### src/keypad_scan_debounce_action_macros.svh
// Assertion macros for the keypad scanner.
// Needs aclk and aresetn in the scope of every use.
`ifndef KEYPAD_SCAN_DEBOUNCE_ACTION_MACROS_SVH
`define KEYPAD_SCAN_DEBOUNCE_ACTION_MACROS_SVH

// Same-cycle implication, checked out of reset.
`define KPD_ASSERT_IMP(label, ante, cons, msg) \
    label: assert property (@(posedge aclk) disable iff (!aresetn) (ante) |-> (cons)) \
        else $error(msg);

// Next-cycle implication, checked out of reset.
`define KPD_ASSERT_NXT(label, ante, cons, msg) \
    label: assert property (@(posedge aclk) disable iff (!aresetn) (ante) |=> (cons)) \
        else $error(msg);

`endif

### src/kpd_pkg.sv
// Shared types, phase codes and action tables for the keypad scanner.
// No dependencies.
`default_nettype none

package kpd_pkg;

    localparam int KEY_ROWS_DEF = 4;
    localparam int COL_W        = 4;

    // Debounce phases
    localparam logic [1:0] PH_IDLE    = 2'd0;
    localparam logic [1:0] PH_CONFIRM = 2'd1;
    localparam logic [1:0] PH_HELD    = 2'd2;
    localparam logic [1:0] PH_RELCHK  = 2'd3;

    typedef struct packed {
        logic [COL_W-1:0] row0_cols;
        logic [COL_W-1:0] row1_cols;
        logic [COL_W-1:0] row2_cols;
        logic [COL_W-1:0] row3_cols;
        logic [COL_W-1:0] func_row_cols;
    } kpd_in_t;

    typedef struct packed {
        logic       release_event;
        logic [7:0] released_action;
        logic [7:0] held_action;
        logic [7:0] press_count;
        logic [7:0] port_out;
        logic [1:0] scan_phase;
    } kpd_out_t;

    typedef struct packed {
        logic       hit;
        logic [7:0] action;
    } kpd_lookup_t;

    // Key row codes: row select in the high nibble, column in the low.
    function automatic kpd_lookup_t key_lookup(input logic [7:0] code);
        kpd_lookup_t res;
        res.hit = 1'b1;
        unique case (code)
            8'h11:   res.action = 8'h06;
            8'h12:   res.action = 8'h02;
            8'h14:   res.action = 8'h01;
            8'h18:   res.action = 8'h00;
            8'h21:   res.action = 8'h16;
            8'h22:   res.action = 8'h12;
            8'h24:   res.action = 8'h11;
            8'h28:   res.action = 8'h10;
            default: begin
                res.hit    = 1'b0;
                res.action = 8'h00;
            end
        endcase
        return res;
    endfunction

    function automatic kpd_lookup_t fn_lookup(input logic [7:0] code);
        kpd_lookup_t res;
        res.hit = 1'b1;
        unique case (code)
            8'h02:   res.action = 8'h0A;
            8'h04:   res.action = 8'h0B;
            8'h08:   res.action = 8'h0C;
            default: begin
                res.hit    = 1'b0;
                res.action = 8'h00;
            end
        endcase
        return res;
    endfunction

endpackage

`default_nettype wire

### src/kpd_core.sv
// Debounce state machine, action lookup and port update for one sample beat.
// Depends on kpd_pkg.
`default_nettype none

module kpd_core #(
    parameter int KEY_ROWS = kpd_pkg::KEY_ROWS_DEF
) (
    input  wire logic            aclk,
    input  wire logic            aresetn,
    input  wire logic            step_en,
    input  wire kpd_pkg::kpd_in_t  sample,
    output kpd_pkg::kpd_out_t      result
);
    import kpd_pkg::*;

    logic [1:0] phase_reg,       phase_next;
    logic [7:0] key_code_reg,    key_code_next;
    logic       func_flag_reg,   func_flag_next;
    logic [7:0] cur_act_reg,     cur_act_next;
    logic [7:0] last_act_reg,    last_act_next;
    logic [7:0] rel_cnt_reg,     rel_cnt_next;
    logic [7:0] port_bits_reg,   port_bits_next;

    logic [COL_W-1:0] rows [4];
    logic [COL_W-1:0] fcols;
    logic [COL_W-1:0] sel_cols;
    logic             any_act;
    logic             row_found;
    logic [7:0]       row_code;
    logic             still;
    logic             rel;
    kpd_lookup_t      lk;

    assign rows[0] = sample.row0_cols;
    assign rows[1] = sample.row1_cols;
    assign rows[2] = sample.row2_cols;
    assign rows[3] = sample.row3_cols;
    assign fcols   = sample.func_row_cols;

    // Columns of the row that owns the current key, first active row in idle.
    always_comb begin
        sel_cols  = func_flag_reg ? fcols : '0;
        any_act   = |fcols;
        row_found = 1'b0;
        row_code  = '0;
        for (int r = KEY_ROWS - 1; r >= 0; r--) begin
            if (!func_flag_reg && key_code_reg[4 + r]) begin
                sel_cols = sel_cols | rows[r];
            end
            if (|rows[r]) begin
                any_act   = 1'b1;
                row_found = 1'b1;
                row_code  = 8'(1 << (4 + r)) | {4'b0000, rows[r]};
            end
        end
    end

    assign still = |(sel_cols & key_code_reg[3:0]);
    assign lk    = func_flag_reg ? fn_lookup(key_code_reg) : key_lookup(key_code_reg);

    always_comb begin
        phase_next     = phase_reg;
        key_code_next  = key_code_reg;
        func_flag_next = func_flag_reg;
        cur_act_next   = cur_act_reg;
        last_act_next  = last_act_reg;
        rel_cnt_next   = rel_cnt_reg;
        rel            = 1'b0;
        unique case (phase_reg)
            PH_IDLE: begin
                if (any_act) begin
                    if (row_found) begin
                        key_code_next = row_code;
                    end else begin
                        key_code_next  = {4'b0000, fcols};
                        func_flag_next = 1'b1;
                    end
                    phase_next = PH_CONFIRM;
                end
            end
            PH_CONFIRM: begin
                if (still) begin
                    if (lk.hit) begin
                        cur_act_next = lk.action;
                    end
                    phase_next = PH_HELD;
                end else begin
                    func_flag_next = 1'b0;
                    phase_next     = PH_IDLE;
                end
            end
            PH_HELD: begin
                if (!still) begin
                    phase_next = PH_RELCHK;
                end
            end
            PH_RELCHK: begin
                if (still) begin
                    phase_next = PH_HELD;
                end else begin
                    rel            = 1'b1;
                    rel_cnt_next   = rel_cnt_reg + 8'd1;
                    last_act_next  = cur_act_reg;
                    func_flag_next = 1'b0;
                    cur_act_next   = '0;
                    phase_next     = PH_IDLE;
                end
            end
            default: phase_next = PH_IDLE;
        endcase
    end

    // Port bit from the latched action; bit numbers past seven leave it alone.
    always_comb begin
        port_bits_next = port_bits_reg;
        if (!last_act_next[3]) begin
            port_bits_next[last_act_next[2:0]] = |last_act_next[7:4];
        end
    end

    always_ff @(posedge aclk) begin
        if (!aresetn) begin
            phase_reg     <= PH_IDLE;
            key_code_reg  <= '0;
            func_flag_reg <= 1'b0;
            cur_act_reg   <= '0;
            last_act_reg  <= '0;
            rel_cnt_reg   <= '0;
            port_bits_reg <= '0;
        end else if (step_en) begin
            phase_reg     <= phase_next;
            key_code_reg  <= key_code_next;
            func_flag_reg <= func_flag_next;
            cur_act_reg   <= cur_act_next;
            last_act_reg  <= last_act_next;
            rel_cnt_reg   <= rel_cnt_next;
            port_bits_reg <= port_bits_next;
        end
    end

    always_comb begin
        result.release_event   = rel;
        result.released_action = rel ? last_act_next : 8'h00;
        result.held_action     = cur_act_next;
        result.press_count     = rel_cnt_next;
        result.port_out        = port_bits_next;
        result.scan_phase      = phase_next;
    end

endmodule

`default_nettype wire

### src/keypad_scan_debounce_action.sv
// Top level of the keypad scanner: input register, core step, result register.
// Depends on kpd_pkg, kpd_core and keypad_scan_debounce_action_macros.svh.
`default_nettype none

// One sample beat in gives one result beat out. A sample lands in the input
// register, and the debounce step runs on it and loads the result register
// as soon as that register is empty or drains. One beat per cycle is
// sustained while the output is not held: kpd_core has a single state update
// step, and the input side keeps taking beats while a result waits as long
// as the result register drains that cycle.
module keypad_scan_debounce_action #(
    parameter int KEY_ROWS = kpd_pkg::KEY_ROWS_DEF
) (
    input  wire logic              aclk,
    input  wire logic              aresetn,
    input  wire logic              s_valid,
    output logic                   s_ready,
    input  wire kpd_pkg::kpd_in_t  s_data,
    output logic                   m_valid,
    input  wire logic              m_ready,
    output kpd_pkg::kpd_out_t      m_data
);
    import kpd_pkg::*;

    logic     in_vld_reg, in_vld_next;
    kpd_in_t  in_data_reg;
    logic     out_vld_reg, out_vld_next;
    kpd_out_t out_data_reg;
    kpd_out_t step_res;
    logic     advance;

    assign advance = in_vld_reg && (!out_vld_reg || m_ready);
    assign s_ready = !in_vld_reg || advance;

    always_comb begin
        in_vld_next = in_vld_reg;
        if (s_valid && s_ready) begin
            in_vld_next = 1'b1;
        end else if (advance) begin
            in_vld_next = 1'b0;
        end
        out_vld_next = out_vld_reg;
        if (advance) begin
            out_vld_next = 1'b1;
        end else if (m_ready) begin
            out_vld_next = 1'b0;
        end
    end

    always_ff @(posedge aclk) begin
        if (!aresetn) begin
            in_vld_reg  <= 1'b0;
            out_vld_reg <= 1'b0;
        end else begin
            in_vld_reg  <= in_vld_next;
            out_vld_reg <= out_vld_next;
        end
    end

    always_ff @(posedge aclk) begin
        if (s_valid && s_ready) begin
            in_data_reg <= s_data;
        end
        if (advance) begin
            out_data_reg <= step_res;
        end
    end

    kpd_core #(
        .KEY_ROWS (KEY_ROWS)
    ) u_core (
        .aclk    (aclk),
        .aresetn (aresetn),
        .step_en (advance),
        .sample  (in_data_reg),
        .result  (step_res)
    );

    assign m_valid = out_vld_reg;
    assign m_data  = out_data_reg;

`include "keypad_scan_debounce_action_macros.svh"

    `KPD_ASSERT_IMP(a_rel_idle, m_valid && m_data.release_event, m_data.scan_phase == PH_IDLE, "release beat not back in idle")
    `KPD_ASSERT_IMP(a_norel_zero, m_valid && !m_data.release_event, m_data.released_action == 8'h00, "released action set without release")
    `KPD_ASSERT_IMP(a_held_phase, m_valid && (m_data.held_action != 8'h00), (m_data.scan_phase == PH_HELD) || (m_data.scan_phase == PH_RELCHK), "held action outside held phases")
    `KPD_ASSERT_IMP(a_stall_cause, !s_ready, in_vld_reg && out_vld_reg && !m_ready, "input stalled without output backpressure")
    `KPD_ASSERT_NXT(a_hold_input, in_vld_reg && !advance, in_vld_reg, "pending sample dropped")

endmodule

`default_nettype wire

### config.mk
export PLATFORM = sky130hd
export DESIGN_NAME = keypad_scan_debounce_action
export DESIGN_NICKNAME = d
export VERILOG_FILES = /design/src/kpd_pkg.sv /design/src/kpd_core.sv /design/src/keypad_scan_debounce_action.sv
export VERILOG_INCLUDE_DIRS = /design/src /design/src/src
export SDC_FILE = /design/constraint.sdc
export NUM_CORES = 1
export LEC_CHECK = 0
export BUFFER_PORTS_ARGS = -buffer_cell sky130_fd_sc_hd__buf_2
export CORE_MARGIN = 2
export CORE_UTILIZATION = 62
export DETAILED_ROUTE_END_ITERATION = 16
export PLACE_DENSITY = 0.87
export SLEW_MARGIN = 10
export SYNTH_ARGS = -nofsm -noshare
export SYNTH_HDL_FRONTEND = slang
export SYNTH_SLANG_ARGS = --single-unit
### constraint.sdc
create_clock -name aclk -period 5.8 [get_ports aclk]
set_input_delay 1.45 -clock aclk [delete_from_list [all_inputs] [get_ports aclk]]
set_output_delay 1.45 -clock aclk [all_outputs]
set_load 0.01 [all_outputs]
=== Yosys cells after proc, flatten, opt, wreduce, memory -nomap -nowiden ===
Index checks and enable logic that the tools add are counted.

* $lt $le $gt $ge: 2
* Equal/unequal tests: 17
* Reductions and logical operators: 28
* Bitwise operators: 5
* Muxes and demuxes: 49
* Add/sub/neg operators: 1

{| class="wikitable"
|+ Operators with widths
! kind !! number
|-
| 2-to-1 mux 8 bit || 13
|-
| case mux 5 bit (7 select lines) || 1
|-
| == test 8 x 5 -> 1 bit (second input constant) || 4
|-
| == test 8 x 6 -> 1 bit (second input constant) || 4
|-
| OR reduction 4 bit || 7
|-
| 2-to-1 mux 1 bit || 20
|-
| 2-to-1 mux 4 bit || 5
|-
| bitwise OR 4 bit || 4
|-
| case mux 8 bit (2 select lines) || 1
|-
| case mux 4 bit (3 select lines) || 1
|-
| 2-to-1 mux 9 bit || 1
|-
| adder 8 x 1 -> 8 bit (second input constant) || 1
|-
| bitwise mux 8 bit || 1
|-
| == test 8 x 2 -> 1 bit (second input constant) || 1
|-
| == test 8 x 3 -> 1 bit (second input constant) || 1
|-
| == test 8 x 4 -> 1 bit (second input constant) || 1
|-
| OR reduction 8 bit || 1
|-
| logical AND 1 bit || 7
|-
| 2-to-1 mux 2 bit || 3
|-
| case mux 2 bit (3 select lines) || 1
|-
| nonzero test 2 bit || 3
|-
| AND reduction 5 bit || 1
|-
| bitwise AND 4 bit || 1
|-
| == test 2 bit (second input constant) || 2
|-
| 13 further kinds || 17
|}

* Word-level logic and storage cells: 122
* Register bits: 100
* Bits of input ports: 24

=== Longest topological paths before layout ===
* Depth in word-level cells: 19
* Depth in mapped cells: 9
* Depth with buffers taken out: 7

=== Modules after synthesis ===
Synthesis repeated with hierarchy kept, for this count alone.

* Cell total of the unflattened synthesis: 467
* Area, all modules: 4,764.6 um^2

{| class="wikitable"
|+ By module, submodules not included
! module !! cells each !! area each (um^2) !! times used
|-
| kpd_core || 403 || 3,009.1 || 1
|-
| keypad_scan_debounce_action || 64 || 1,755.4 || 1
|}

=== Worst setup path after synthesis ===
No wires, ideal clock.

* Kind: input to register
* Start point: input port m_ready
* End point: register u_core.rel_cnt_reg[4]
* Cell stages on the path: 9
* Buffers on the path: 3
* Setup slack: 1.776 ns
* Arrival time: 3.893 ns
* Required time: 5.669 ns
* Cells stage by stage: nor2b_1 nand2b_1 clkbuf_1 inv_1 clkbuf_1 clkbuf_1 nand3_1 o311ai_1 o41ai_1

* Cells in the longest elaborated chain, start to end: 2

{| class="wikitable"
|+ RTL lines
! element !! RTL line !! source
|-
| start: declaration || keypad_scan_debounce_action.sv:20 || <nowiki>input wire logic m_ready,</nowiki>
|-
| logical OR 1 bit || keypad_scan_debounce_action.sv:32 || <nowiki>assign advance = in_vld_reg && (!out_vld_reg || m_ready);</nowiki>
|-
| logical AND 1 bit || keypad_scan_debounce_action.sv:32 ||
|-
| net advance || keypad_scan_debounce_action.sv:30 || <nowiki>logic advance;</nowiki>
|-
| end signal: assignment || kpd_core.sv:136 || <nowiki>rel_cnt_reg <= rel_cnt_next;</nowiki>
|-
| end: declaration || kpd_core.sv:21 || <nowiki>logic [7:0] rel_cnt_reg, rel_cnt_next;</nowiki>
|}

The timed path passes the listed nets, and every way through them passes these cells.
A chain may end at the register's enable or synchronous reset.

=== Worst setup path after layout ===
* Start point: input port m_ready
* End point: output port s_ready

* Cells in the longest elaborated chain, start to end: 3

{| class="wikitable"
|+ RTL lines
! element !! RTL line !! source
|-
| logical OR 1 bit || keypad_scan_debounce_action.sv:32 ||
|-
| logical AND 1 bit || keypad_scan_debounce_action.sv:32 ||
|-
| logical OR 1 bit || keypad_scan_debounce_action.sv:33 || <nowiki>assign s_ready = !in_vld_reg || advance;</nowiki>
|-
| end: declaration || keypad_scan_debounce_action.sv:17 || <nowiki>output logic s_ready,</nowiki>
|}

Every way passes these cells.

==> flow_results.org <==
** Run status
- The flow ran to the end, and the final reports show no timing, DRC or antenna violations.

** Min path
- Sink of the worst hold path :: u_core.port_bits_reg[6]$_SDFFE_PN0P_
- Cell depth of the worst hold path :: 2
- Worst min-delay path class :: reg -> reg
- The startpoint identified for the worst hold timing path is u_core.port_bits_reg[6]$_SDFFE_PN0P_.

** STA
- Slew at the pin closest to its max-slew limit :: 0.9716 ns
- Final number of setup-violating endpoints :: 0
- Number of pins exceeding their max-slew limit in the final report :: 0
- Setup repair after global routing left no endpoint under its margin.
- Static timing analysis puts the maximum clock frequency at roughly 290 MHz.
- Post-route fraction of the period consumed by the critical path :: 0.5943
- Minimum period implied by the final worst setup slack :: approximately 3.4 ns
- Hold Vio Cnt, Final :: 0
- Summed over all failing endpoints, the final setup total negative slack is 0 ns.
- Across all setup checks in the final design, the least slack found is approximately 2.4 ns.
- Worst hold slack across all endpoints :: around 0.47 ns
- Clock skew on the completed layout was measured at just under 0.007 ns.
- Max-Slew Margin vs Limit :: 0.3463

** Global routing
- Met3 Resource Use GR :: 0.03237
- Via count of the first global-routing pass :: roughly 3400
- First-pass GRT wire length :: between 15 and 20 mm
- Most used routing layer in global routing :: met2
- The initial antenna violation count came to 0.
- Remaining Overflow, GRT :: 0
- Fraction of met1 tracks used by global routing :: 0.3213
- For this run, global-route usage on met2 was measured as 0.3952.
- Pin count of the biggest net entering global routing :: 29
- Total global-route track usage :: 0.2382

** Clock tree
- TritonCTS created 9 clock buffers.
- Clock H-tree levels :: 3
- Post-CTS repair changed the size of 0 cells.
- Clock tree from TritonCTS :: done
- Clock root buffer master :: sky130_fd_sc_hd__clkbuf_8
- Worst-path clk slew :: roughly 0.10 ns
- Buffers inserted during post-CTS setup optimization :: 0
- CTS saw 100 sinks.
- The longest clock path from root to sink contains 2 buffers.
- The number of hold buffers added after CTS was 0.
- The later pin in the worst-skew pair is clocked with a latency of between 0.3 and 0.4 ns.

** Power
- Dividing total power by cell area gives a power density of 258.9 nW/um2.
- Highest ir drop seen on vdd :: a little under 0.2 mV
- Summed over all cells, the static leakage comes to about 2.0 nW.

** Layout
- Ratio of cells with drive above 1 in the final layout :: 0.1941
- Leaving out fill and tap cells, the most frequent cell in the layout is sky130_fd_sc_hd__buf_2.
- The register with the most flip-flops in the layout has 35 of them.
- Nets :: about 530
- Antenna diode instance count :: 0
- Commonest cells after routing, fill and taps aside :: 60 x sky130_fd_sc_hd__buf_2, 55 x sky130_fd_sc_hd__edfxtp_1, 49 x sky130_fd_sc_hd__nor2_1
- Relative to the synthesized area, the layout overhead comes to 11.77%.

** Yosys
- Mapped Cells :: about 450
- The synthesized design contains 100 register bits.
- Fraction of registers with async set/reset :: 0
- Combinational family with the most area after synthesis :: simple AND/OR/NAND/NOR gates
- Fraction of synthesized cell area in xor and xnor cells :: 0.02402
- Flip-flop cell with the highest count after synthesis :: sky130_fd_sc_hd__edfxtp_1
- The synthesized netlist contains between 50 and 60 unique library cells.
- Of the total synthesized cell area, the portion taken by AND, OR, NAND and NOR gates is 0.1980.
- Total of warnings raised by yosys :: 0
- Multiplexer area fraction after synthesis :: 0.09715
- Post-synth net total :: about 480
- The share of the Yosys chip area taken by registers is 0.5385.
- Adder-cell share of the synthesized area :: 0.002640
- Complex-gate fraction of the synthesized area :: 0.1024
- Dividing the synthesized area by the synthesized cell count gives about 10 um2.
- Mapped Area :: 4740 um2
- Number of enable-type register cells in the synthesized netlist :: 55

** Critical path
- Arrival time at the worst endpoint :: roughly 2 ns
- Worst reg2reg path depth :: 8
- The worst setup path is captured at an output port.
- The largest individual stage delay along the critical path comes from the cell sky130_fd_sc_hd__nor2b_1.
- Launch point of the worst reg-to-reg path :: u_core.key_code_reg[4]$_SDFFE_PN0P_
- Maximum fanout along the worst path :: 4
- The cell that appears most often on the critical path is sky130_fd_sc_hd__buf_2.
- The critical path is of the in -> out type.
- The endpoint identified for the worst register-to-register timing path is m_data[20]$_DFFE_PP_.
- Launching element type of the critical path :: primary input
- Broken down by cell family, the worst path's largest delay share belongs to simple AND/OR/NAND/NOR gates.
- Setup slack of the most critical reg-to-reg path :: about 2.9 ns
- At the worst endpoint, the required time is about 4.4 ns.
- Counting both buffers and inverters, the worst setup path holds a total of 2.
- Slowest Stage Delay on Critical Path :: about 0.21 ns
- The critical path goes through buf_2, nor2b_1, nand2_1, buf_2.

** Floorplan
- The die is approximately 90 um wide.
- For this configuration, the core starts out at a cell density of 0.6465.
- The core region is between 7000 and 8000 um2.
- Cell row count :: 31
- The die covers roughly 8400 um2.
- I/O pin count :: slightly above 60
- Die H :: between 90 and 100 um

** Drt
- For this block, the via count after detailed routing is 3677.
- After detailed routing, the total wire length is a little under 10 mm.
- Before antenna repair, the detailed router went through 5 iterations.
- The count of nets left with antenna violations once routing finished came out at 0.
- In the routed design, unresolved DRC markers number 0.
- In the routed layout, each cell is associated on average with a via count of about 6.
- In the final routed layout, each cell accounts on average for ~16 um.
- Initial detailed-routing violation count :: between 200 and 300

** Place
- The wire-length estimate of the detail-placed layout is ~6.7 mm.
- Number of buffer cells added on primary ports :: 60
- Final weighted congestion in routability-driven placement :: just over 0.9
- OpenSTA, run right after detailed placement, puts the worst setup slack at slightly above 2 ns.

** Run
- Max-cap violations in this run came to 0.
==> logic make-up (layout without fill, tap and decap cells) <==
kind of cell,after synthesis,in the layout
and+or+nand+nor,183,183
DFF,100,100
AOI/OAI and AO/OA,70,70
muxes,45,45
buffers and inverters,41,93
xor gates and xnor gates,13,13
adders and majority gates,1,1
==> stage by stage <==
step           total power, mW  instances    util  cell area, um2
6_report                 1.371        604  0.7226            5298
5_1_grt                  1.416        604  0.7226            5298
4_1_cts                  1.375        604  0.7226            5298
3_5_place_dp            0.8811        588  0.6911            5066
3_3_place_gp            0.8778        588  0.6911            5066
2_1_floorplan           0.8509        453       -            4740
==> area by class of cell <==
cell class	count	area (um2)
flip-flops and latches	100	2552
fillers	516	2033
multi-input cells	312	2011
repair buffers	64	330.3
clock buffers	9	123.9
well taps	99	123.9
clock inverters	7	107.6
inverters	13	48.80
==> Yosys cell counts (11+ instances only) <==
cell | count | area (um2)
sky130_fd_sc_hd__and3_1 | 13 | 81.33
sky130_fd_sc_hd__o21ai_0 | 14 | 70.07
sky130_fd_sc_hd__nor2_1 | 49 | 183.9
sky130_fd_sc_hd__mux2i_1 | 37 | 370.4
sky130_fd_sc_hd__nand2_1 | 43 | 161.4
sky130_fd_sc_hd__nand3_1 | 11 | 55.05
sky130_fd_sc_hd__edfxtp_1 | 55 | 1652
sky130_fd_sc_hd__nor3_1 | 11 | 55.05
sky130_fd_sc_hd__inv_1 | 12 | 45.04
sky130_fd_sc_hd__clkbuf_1 | 20 | 75.07
sky130_fd_sc_hd__nand2b_1 | 11 | 68.82
sky130_fd_sc_hd__a21oi_1 | 20 | 100.1
sky130_fd_sc_hd__dfxtp_1 | 45 | 900.9
==> metal layers <==
layer  vias up  share of wire
li1       1751              -
met1      1715           0.43
met2       187           0.48
met3        24          0.070
met4         0          0.021
met5         -              0
==> worst min-delay path, cell delays in order (launching register included) <==
cell,delay [ns]
sky130_fd_sc_hd__dfxtp_1,0.32
sky130_fd_sc_hd__nand2_1,0.05
sky130_fd_sc_hd__mux2i_1,0.05
==> how the worst max path moves through the flow <==
stage	endpoint	cells after the start	start
final	s_ready	4	m_ready
after global routing	u_core.key_code_reg[6]$_SDFFE_PN0P_	7	m_ready
after CTS	s_ready	4	m_ready
after detailed placement	u_core.key_code_reg[5]$_SDFFE_PN0P_	7	m_ready
after global placement	u_core.key_code_reg[5]$_SDFFE_PN0P_	7	m_ready
after floorplan	u_core.rel_cnt_reg[4]$_SDFFE_PN0P_	9	m_ready
==> where the power goes <==
part | switching, mW | leakage (nW) | total [mW] | internal, mW
registers | 0.0176 | 0.885 | 0.787 | 0.770
logic | 0.0506 | 1.05 | 0.0792 | 0.0286
clock network | 0.254 | 0.114 | 0.505 | 0.251
total | 0.322 | 2.05 | 1.37 | 1.05
(Power assumes the default switching activity.)
